[config.mk]
export PLATFORM = sky130hd
export DESIGN_NAME = hid_keyboard_report_diff_flat
export DESIGN_NICKNAME = d
export VERILOG_FILES = /design/src/hdl/hkrd_pkg.sv /design/src/hdl/hkrd_report_if.sv /design/src/hdl/hkrd_change_if.sv /design/src/hdl/hid_keyboard_report_diff.sv /design/src/hdl/hkrd_diff.sv /design/src/hdl/hkrd_drain.sv /design/src/flat_wrapper.sv
export SDC_FILE = /design/constraint.sdc
export NUM_CORES = 1
export LEC_CHECK = 0
export BUFFER_PORTS_ARGS = -buffer_cell sky130_fd_sc_hd__buf_4
export CORE_ASPECT_RATIO = 2
export CORE_MARGIN = 3
export CORE_UTILIZATION = 55
export DETAILED_ROUTE_END_ITERATION = 10
export HOLD_SLACK_MARGIN = 0.03
export PLACE_DENSITY = 0.73
export SLEW_MARGIN = 10
export SYNTH_ARGS = -nofsm -noshare
export SYNTH_HDL_FRONTEND = slang
export SYNTH_HIERARCHICAL = 1
export SYNTH_SLANG_ARGS = --single-unit
[constraint.sdc]
create_clock -name clk -period 8.87 [get_ports clk]
set_clock_uncertainty 0.2 [all_clocks]
set_input_delay 1.774 -clock clk [delete_from_list [all_inputs] [get_ports clk]]
set_output_delay 1.774 -clock clk [all_outputs]
set_load 0.005 [all_outputs]
[src/hdl/hkrd_pkg.sv]
`timescale 1ns / 1ps
// ----------------------------------------------------------------------------
// hkrd_pkg
// Shared types, sizes and helpers for the keyboard report differ.
// ----------------------------------------------------------------------------
package hkrd_pkg;

    localparam int KEY_SLOTS  = 6;
    localparam int EVENT_BITS = 2 * KEY_SLOTS;
    localparam int FLAG_W     = 6;

    // Modifier byte bit positions that carry a decoded flag.
    localparam int MOD_LCTRL  = 0;
    localparam int MOD_LSHIFT = 1;
    localparam int MOD_ALT    = 2;
    localparam int MOD_RCTRL  = 4;
    localparam int MOD_RSHIFT = 5;
    localparam int MOD_ALTGR  = 6;

    typedef logic [7:0]                  key_t;
    typedef key_t [KEY_SLOTS-1:0]        key_row_t;
    typedef logic [FLAG_W-1:0]           flags_t;
    typedef logic [EVENT_BITS-1:0]       event_mask_t;

    // One incoming report, unpacked from the input word.
    typedef struct packed {
        logic [7:0] modifier_byte;
        key_row_t   keys;
    } report_t;

    // A report with its pending events: press bits low, release bits high.
    typedef struct packed {
        flags_t      flags;
        key_row_t    cur_keys;
        key_row_t    prev_keys;
        event_mask_t mask;
    } diff_t;

    function automatic flags_t decode_mods(input logic [7:0] m);
        flags_t f;
        f = {m[MOD_ALTGR], m[MOD_RSHIFT], m[MOD_RCTRL],
             m[MOD_ALT], m[MOD_LSHIFT], m[MOD_LCTRL]};
        return f;
    endfunction

endpackage

[src/hdl/hkrd_report_if.sv]
`timescale 1ns / 1ps
// ----------------------------------------------------------------------------
// hkrd_report_if
// Valid/ready channel carrying one boot-protocol keyboard report per word.
// ----------------------------------------------------------------------------
interface hkrd_report_if;
    logic       valid;
    logic       ready;
    logic [7:0] modifier_byte;
    logic [7:0] key_slot0;
    logic [7:0] key_slot1;
    logic [7:0] key_slot2;
    logic [7:0] key_slot3;
    logic [7:0] key_slot4;
    logic [7:0] key_slot5;

    modport source (
        output valid, modifier_byte,
        output key_slot0, key_slot1, key_slot2, key_slot3, key_slot4, key_slot5,
        input  ready
    );
    modport sink (
        input  valid, modifier_byte,
        input  key_slot0, key_slot1, key_slot2, key_slot3, key_slot4, key_slot5,
        output ready
    );
endinterface

[src/hdl/hkrd_change_if.sv]
`timescale 1ns / 1ps
// ----------------------------------------------------------------------------
// hkrd_change_if
// Valid/ready channel carrying one key change event per word.
// ----------------------------------------------------------------------------
interface hkrd_change_if;
    logic       valid;
    logic       ready;
    logic       has_event;
    logic [7:0] event_key;
    logic       is_press;
    logic [5:0] modifier_flags;
    logic       last_of_report;

    modport source (
        output valid, has_event, event_key, is_press, modifier_flags, last_of_report,
        input  ready
    );
    modport sink (
        input  valid, has_event, event_key, is_press, modifier_flags, last_of_report,
        output ready
    );
endinterface

[src/hdl/hid_keyboard_report_diff.sv]
`timescale 1ns / 1ps
// ----------------------------------------------------------------------------
// hid_keyboard_report_diff
// Turns boot-protocol keyboard reports into press and release events.
// ----------------------------------------------------------------------------
//  Channel  Direction  Word
//  -------  ---------  -------------------------------------------------
//  report   in         modifier_byte, key_slot0 .. key_slot5
//  change   out        has_event, event_key, is_press, modifier_flags,
//                      last_of_report
//
// A report with n events (1 to 12, a no-change report counts as one) sends
// n words from the drain stage, one word per cycle while change is not stalled.
// The first word of a report passes through the hold register and then the
// output register before it appears on change.
// The output register lets the next report enter while the last word waits.
// Reset clears the held keys to none and empties both stages.
// A stall on change holds the drain stage and then backs up report.ready.
// ----------------------------------------------------------------------------
module hid_keyboard_report_diff (
    input  logic          clk,
    input  logic          rst_n,
    hkrd_report_if.sink   report,
    hkrd_change_if.source change
);

    hkrd_pkg::report_t report_word;
    hkrd_pkg::diff_t   diff;
    logic              accept;

    assign report_word.modifier_byte = report.modifier_byte;
    assign report_word.keys          = {report.key_slot5, report.key_slot4,
                                        report.key_slot3, report.key_slot2,
                                        report.key_slot1, report.key_slot0};
    assign accept = report.valid && report.ready;

    hkrd_diff u_diff (
        .clk    (clk),
        .rst_n  (rst_n),
        .accept (accept),
        .report (report_word),
        .diff   (diff)
    );

    hkrd_drain u_drain (
        .clk      (clk),
        .rst_n    (rst_n),
        .in_valid (report.valid),
        .in_ready (report.ready),
        .diff     (diff),
        .change   (change)
    );

endmodule

[src/hdl/hkrd_diff.sv]
`timescale 1ns / 1ps
// ----------------------------------------------------------------------------
// hkrd_diff
// Holds the previous report's keys and marks presses and releases.
// ----------------------------------------------------------------------------
module hkrd_diff (
    input  logic              clk,
    input  logic              rst_n,
    input  logic              accept,
    input  hkrd_pkg::report_t report,
    output hkrd_pkg::diff_t   diff
);

    hkrd_pkg::key_row_t prev_keys_reg;
    hkrd_pkg::key_row_t prev_keys_next;
    logic [hkrd_pkg::KEY_SLOTS-1:0] press;
    logic [hkrd_pkg::KEY_SLOTS-1:0] release_bits;

    // A slot is marked only if nonzero, the first slot holding its code, and absent from the other row.
    always_comb
    begin
        for (int i = 0; i < hkrd_pkg::KEY_SLOTS; i++)
        begin
            press[i]        = (report.keys[i] != 8'd0);
            release_bits[i] = (prev_keys_reg[i] != 8'd0);
            for (int j = 0; j < hkrd_pkg::KEY_SLOTS; j++)
            begin
                if (j < i && report.keys[j] == report.keys[i])
                begin
                    press[i] = 1'b0;
                end
                if (prev_keys_reg[j] == report.keys[i])
                begin
                    press[i] = 1'b0;
                end
                if (j < i && prev_keys_reg[j] == prev_keys_reg[i])
                begin
                    release_bits[i] = 1'b0;
                end
                if (report.keys[j] == prev_keys_reg[i])
                begin
                    release_bits[i] = 1'b0;
                end
            end
        end
    end

    assign diff.flags     = hkrd_pkg::decode_mods(report.modifier_byte);
    assign diff.cur_keys  = report.keys;
    assign diff.prev_keys = prev_keys_reg;
    assign diff.mask      = {release_bits, press};

    assign prev_keys_next = accept ? report.keys : prev_keys_reg;

    always_ff @(posedge clk or negedge rst_n)
    begin
        if (!rst_n)
        begin
            prev_keys_reg <= '0;
        end
        else
        begin
            prev_keys_reg <= prev_keys_next;
        end
    end

endmodule

[src/hdl/hkrd_drain.sv]
`timescale 1ns / 1ps
// ----------------------------------------------------------------------------
// hkrd_drain
// Holds one diffed report and sends its events, one word per cycle while change is not stalled.
// ----------------------------------------------------------------------------
module hkrd_drain (
    input  logic            clk,
    input  logic            rst_n,
    input  logic            in_valid,
    output logic            in_ready,
    input  hkrd_pkg::diff_t diff,
    hkrd_change_if.source   change
);

    logic                   hold_valid_reg;
    logic                   hold_valid_next;
    hkrd_pkg::diff_t        hold_reg;
    hkrd_pkg::diff_t        hold_next;

    logic                   out_valid_reg;
    logic                   out_valid_next;
    logic                   has_event_reg;
    logic                   has_event_next;
    hkrd_pkg::key_t         key_reg;
    hkrd_pkg::key_t         key_next;
    logic                   press_reg;
    logic                   press_next;
    hkrd_pkg::flags_t       flags_reg;
    hkrd_pkg::flags_t       flags_next;
    logic                   last_reg;
    logic                   last_next;

    hkrd_pkg::event_mask_t  low_bit;
    hkrd_pkg::event_mask_t  rest_mask;
    hkrd_pkg::key_t         sel_key;
    logic                   last_item;
    logic                   load_out;
    logic                   in_accept;

    // Lowest pending event; press bits sit below release bits.
    assign low_bit   = hold_reg.mask & (~hold_reg.mask + hkrd_pkg::event_mask_t'(1));
    assign rest_mask = hold_reg.mask & ~low_bit;
    assign last_item = (rest_mask == '0);

    always_comb
    begin
        sel_key = '0;
        for (int i = 0; i < hkrd_pkg::KEY_SLOTS; i++)
        begin
            sel_key = sel_key
                    | ({8{low_bit[i]}} & hold_reg.cur_keys[i])
                    | ({8{low_bit[i + hkrd_pkg::KEY_SLOTS]}} & hold_reg.prev_keys[i]);
        end
    end

    assign load_out  = hold_valid_reg && (!out_valid_reg || change.ready);
    assign in_ready  = !hold_valid_reg || (load_out && last_item);
    assign in_accept = in_valid && in_ready;

    always_comb
    begin
        hold_valid_next = hold_valid_reg;
        hold_next       = hold_reg;
        if (in_accept)
        begin
            hold_valid_next = 1'b1;
            hold_next       = diff;
        end
        else if (load_out)
        begin
            hold_valid_next = !last_item;
            hold_next.mask  = rest_mask;
        end
    end

    always_comb
    begin
        out_valid_next = out_valid_reg;
        has_event_next = has_event_reg;
        key_next       = key_reg;
        press_next     = press_reg;
        flags_next     = flags_reg;
        last_next      = last_reg;
        if (load_out)
        begin
            out_valid_next = 1'b1;
            has_event_next = |hold_reg.mask;
            key_next       = sel_key;
            press_next     = |low_bit[hkrd_pkg::KEY_SLOTS-1:0];
            flags_next     = hold_reg.flags;
            last_next      = last_item;
        end
        else if (change.ready)
        begin
            out_valid_next = 1'b0;
        end
    end

    always_ff @(posedge clk or negedge rst_n)
    begin
        if (!rst_n)
        begin
            hold_valid_reg <= 1'b0;
            out_valid_reg  <= 1'b0;
        end
        else
        begin
            hold_valid_reg <= hold_valid_next;
            out_valid_reg  <= out_valid_next;
        end
    end

    always_ff @(posedge clk)
    begin
        hold_reg      <= hold_next;
        has_event_reg <= has_event_next;
        key_reg       <= key_next;
        press_reg     <= press_next;
        flags_reg     <= flags_next;
        last_reg      <= last_next;
    end

    assign change.valid          = out_valid_reg;
    assign change.has_event      = has_event_reg;
    assign change.event_key      = key_reg;
    assign change.is_press       = press_reg;
    assign change.modifier_flags = flags_reg;
    assign change.last_of_report = last_reg;

    // A word without an event always closes its report.
    a_no_event_is_last: assert property (@(posedge clk) disable iff (!rst_n)
        out_valid_reg && !has_event_reg |-> last_reg)
        else $error("no-event word not marked last");

    // An event word never carries the empty key code.
    a_event_key_nonzero: assert property (@(posedge clk) disable iff (!rst_n)
        out_valid_reg && has_event_reg |-> key_reg != 8'd0)
        else $error("event word with empty key code");

    // Each word sent mid-report retires exactly one pending event.
    a_mask_shrinks: assert property (@(posedge clk) disable iff (!rst_n)
        load_out && !last_item |=>
            hold_valid_reg &&
            $countones(hold_reg.mask) == $countones($past(hold_reg.mask)) - 1)
        else $error("pending events not retired one per word");

    // A new report enters only when the held one is gone or finishing.
    a_accept_when_free: assert property (@(posedge clk) disable iff (!rst_n)
        in_accept && hold_valid_reg |-> load_out && last_item)
        else $error("report accepted over an unfinished one");

endmodule

[src/flat_wrapper.sv]
// flat-port wrapper written by rule: the top's interface ports become plain ports
module hid_keyboard_report_diff_flat 
  (clk, rst_n, report_valid, report_modifier_byte, report_key_slot0, report_key_slot1, report_key_slot2, report_key_slot3, report_key_slot4, report_key_slot5, report_ready, change_valid, change_has_event, change_event_key, change_is_press, change_modifier_flags, change_last_of_report, change_ready);
  hkrd_report_if report_i ();
  hkrd_change_if change_i ();
  input  logic clk;
  input  logic rst_n;
  input wire logic [$bits(report_i.valid)-1:0] report_valid;
  input wire logic [$bits(report_i.modifier_byte)-1:0] report_modifier_byte;
  input wire logic [$bits(report_i.key_slot0)-1:0] report_key_slot0;
  input wire logic [$bits(report_i.key_slot1)-1:0] report_key_slot1;
  input wire logic [$bits(report_i.key_slot2)-1:0] report_key_slot2;
  input wire logic [$bits(report_i.key_slot3)-1:0] report_key_slot3;
  input wire logic [$bits(report_i.key_slot4)-1:0] report_key_slot4;
  input wire logic [$bits(report_i.key_slot5)-1:0] report_key_slot5;
  output wire logic [$bits(report_i.ready)-1:0] report_ready;
  output wire logic [$bits(change_i.valid)-1:0] change_valid;
  output wire logic [$bits(change_i.has_event)-1:0] change_has_event;
  output wire logic [$bits(change_i.event_key)-1:0] change_event_key;
  output wire logic [$bits(change_i.is_press)-1:0] change_is_press;
  output wire logic [$bits(change_i.modifier_flags)-1:0] change_modifier_flags;
  output wire logic [$bits(change_i.last_of_report)-1:0] change_last_of_report;
  input wire logic [$bits(change_i.ready)-1:0] change_ready;
  assign report_i.valid = report_valid;
  assign report_i.modifier_byte = report_modifier_byte;
  assign report_i.key_slot0 = report_key_slot0;
  assign report_i.key_slot1 = report_key_slot1;
  assign report_i.key_slot2 = report_key_slot2;
  assign report_i.key_slot3 = report_key_slot3;
  assign report_i.key_slot4 = report_key_slot4;
  assign report_i.key_slot5 = report_key_slot5;
  assign report_ready = report_i.ready;
  assign change_valid = change_i.valid;
  assign change_has_event = change_i.has_event;
  assign change_event_key = change_i.event_key;
  assign change_is_press = change_i.is_press;
  assign change_modifier_flags = change_i.modifier_flags;
  assign change_last_of_report = change_i.last_of_report;
  assign change_i.ready = change_ready;
  hid_keyboard_report_diff u_core (.clk(clk), .rst_n(rst_n), .report(report_i), .change(change_i));
endmodule
==> metrics.txt <==
routed len/inst=28.9 µm; Die W=120 µm; Highest Clock Rate=205 MHz; slowest CP cell=edfxtp_1; DR vias=11000; Post-Route WL=47600 µm; Synth area leader=edfxtp_1; Final Instance Area=0.0146 mm²; die area=0.0281 mm²; internal power=1.70 mW; Syn Area/Cell=10.5 µm²; WHS=0.226 ns; maximum vdd drop=0.140 mV; Net Switching=1.04 mW; Comb pwr share=26.4%; initial DRC count=1811; Hold Buf Count CTS=0; Clk Latency, worst-skew pair=0.46 ns; grt total ovfl=0; failing checks=DRC; router iterations before antenna repair=9; largest net degree at the start of global routing=69; H-tree levels=4; Layout area overhead=1.68%; final setup TNS=0 ns; Yosys reg bits=181; power share of the sequential group=46.2%; Overall Power=2.73 mW; post-cts sizing count=0; area of the mapped netlist=0.0143 mm²; Slew HR=30.2%; initial antenna violation count=0; max cap viols=0; cell count after synthesis=1368; Starting Density=55.8%; max reg flops=114; Leak=5.30 nW; n_diodes=0; Post-DP Area=0.0140 mm²; Post-synth EDFFs=131; vias in the first global route=10800; worst path cell trace=or3_1, a2111o_1, and3_1, o31ai_1, buf_4; Req. time, crit path=6.90 ns; most used flip-flop cell after synthesis=edfxtp_1; Net Sw Frac=37.9%; total track usage=33.4%; async set-reset flop share out of synthesis=27.6%; total CTS buffers=17; Post-DP HPWL=30400 µm; RSZ-0062 raised after global routing=false; top cells by area, synth=edfxtp_1 27%, xor2_1 21%, xnor2_1 12%, dfrtp_1 8.7%, buf_4 5.7%; minimum clock period=4.88 ns; Clock Path Buffers=2; core area=0.0257 mm²; TritonCTS clock tree=yes; syn nets=1428; Vias/cell=6.66; first-pass GRT wire length=69000 µm; PwrDens=188 mW/mm²; clock power share=27.4%; Cell variety after synth=52; Port Buffers=76; row count=83; IO Pins=79; fin util=56.8%; Sink Count=181; die height=234 µm; post-route clock period utilization=55.1%; clk root buf=clkbuf_16; Worst path max stage delay=0.72 ns; share of cells above drive strength 1=13.4%; Routed Antenna Nets=0; final setup violation count=0; Slew @ Worst Pin=1.05 ns; Slew Limit Fails=0; Worst Path Arrival=2.91 ns; CP Class=reg -> out; synth warn=6; CP Max Fanout=23; post-CTS setup buffers=0; area share of the leading cell type in the synthesized netlist=27.5%; R2R Setup Slk=4.79 ns; Hold Vio Cnt, Final=0; fin nets=1356; Hold WC Path Type=reg -> reg; clock-pin slew on the worst setup and hold paths=0.08 ns; Final Wtd Congestion=1.02; run status=complete, but fails checks; sequential element share of the synthesized area=36.2%; DRC errors left=1; Critical Path Start Type=flip-flop; crit end category=output pin
[stage by stage]
step | worst slack (ns) | instances
finish | 3.99 | 1649
CTS | 4.00 | 1649
floorplan | 3.82 | 1368
detailed placement | 4.49 | 1617
global placement | 4.51 | 1617
global route | 3.83 | 1649
[cell families (layout without fill, tap and decap cells)]
kind of cell	count (synthesis)	in the layout	synth area share, %
simple gates	306	306	11.8
fa+ha+maj	1	1	0.0699
mux	48	48	3.77
xor+xnor	528	528	32.3
flops	181	181	36.2
compound gates	119	119	5.93
buf+inv	185	126	9.94
[path summary, 6_finish.rpt]
kind	to	start	cells past startpoint
min in group asynchronous	u_core/u_diff/diff[56]	rst_n	1
worst max-delay path	report_ready	u_core/u_drain/hold_reg[0]	5
worst min register to register	u_core/u_drain/change.modifier_flags[2]	u_core/u_drain/hold_reg[110]	0
worst max register to register	u_core/u_drain/hold_reg[76]	u_core/u_drain/hold_reg[0]	7
worst min-delay path	u_core/u_drain/change.modifier_flags[2]	u_core/u_drain/hold_reg[110]	0
max in group asynchronous	u_core/u_diff/diff[15]	rst_n	1
[power by group through the flow]
stage | logic [mW] | registers, mW | clock network [mW]
6_report | 0.721 | 1.26 | 0.749
5_1_grt | 0.765 | 1.27 | 0.793
4_1_cts | 0.695 | 1.25 | 0.758
3_5_place_dp | 0.691 | 1.27 | 0
3_3_place_gp | 0.663 | 1.27 | 0
2_1_floorplan | 0.744 | 1.05 | 0
[area by class of cell]
type                       count  area [µm²]
clock buffer                  18         429
clock inverter                14         149
fill                        2253       11100
inverter                      13        51.3
multi-input combinational   1002        7720
sequential                   181        5180
tap                          340         425
timing repair buffer          81         608
[synth_stat cells (2+ instances only)]
master	n
or3_1	5
nand4_1	61
buf_6	42
o22ai_1	9
nor3_1	6
o211ai_1	9
dfrtp_1	50
nand2b_1	5
o21ai_2	6
inv_1	13
o21ai_0	26
and2b_1	2
a221oi_1	7
a2111oi_2	2
buf_4	109
clkbuf_1	16
mux2_2	48
a21oi_1	9
xor2_1	336
a31oi_1	2
o2111ai_1	4
a22oi_1	31
nor4_1	114
nand3_1	9
or2_2	2
o21a_1	2
xnor2_1	192
edfxtp_1	131
nand2_1	73
nor2_1	17
and2_1	2
nor2b_1	5
buf_2	4
[placed cells by master, fill, tap and decap left out, types with 12 or more instances in the layout]
| cell type | instances |
|---|---|
| o21ai_0 | 26 |
| edfxtp_1 | 131 |
| clkbuf_16 | 17 |
| nand4_1 | 61 |
| nor2_1 | 17 |
| buf_4 | 81 |
| xnor2_1 | 192 |
| nor4_1 | 114 |
| xor2_1 | 336 |
| dfrtp_1 | 50 |
| inv_1 | 12 |
| a22oi_1 | 31 |
| nand2_1 | 73 |
| mux2_2 | 48 |
[layer usage]
layer,routed length [µm],up-vias,GRT usage (%)
li1,-,4594,-
met2,22500,867,54.2
met5,0,-,0
met4,4420,0,27.4
met3,4470,255,5.74
met1,16200,5272,38.4
[critical path: cells and delay by family (launching register included)]
family                 cells  cell delay, ns
and+or+nand+nor            2            0.90
buffers and inverters      1            0.16
DFF                        1            0.72
AOI/OAI and AO/OA          2            0.67
No activity file was read; power rests on OpenSTA's default activity.
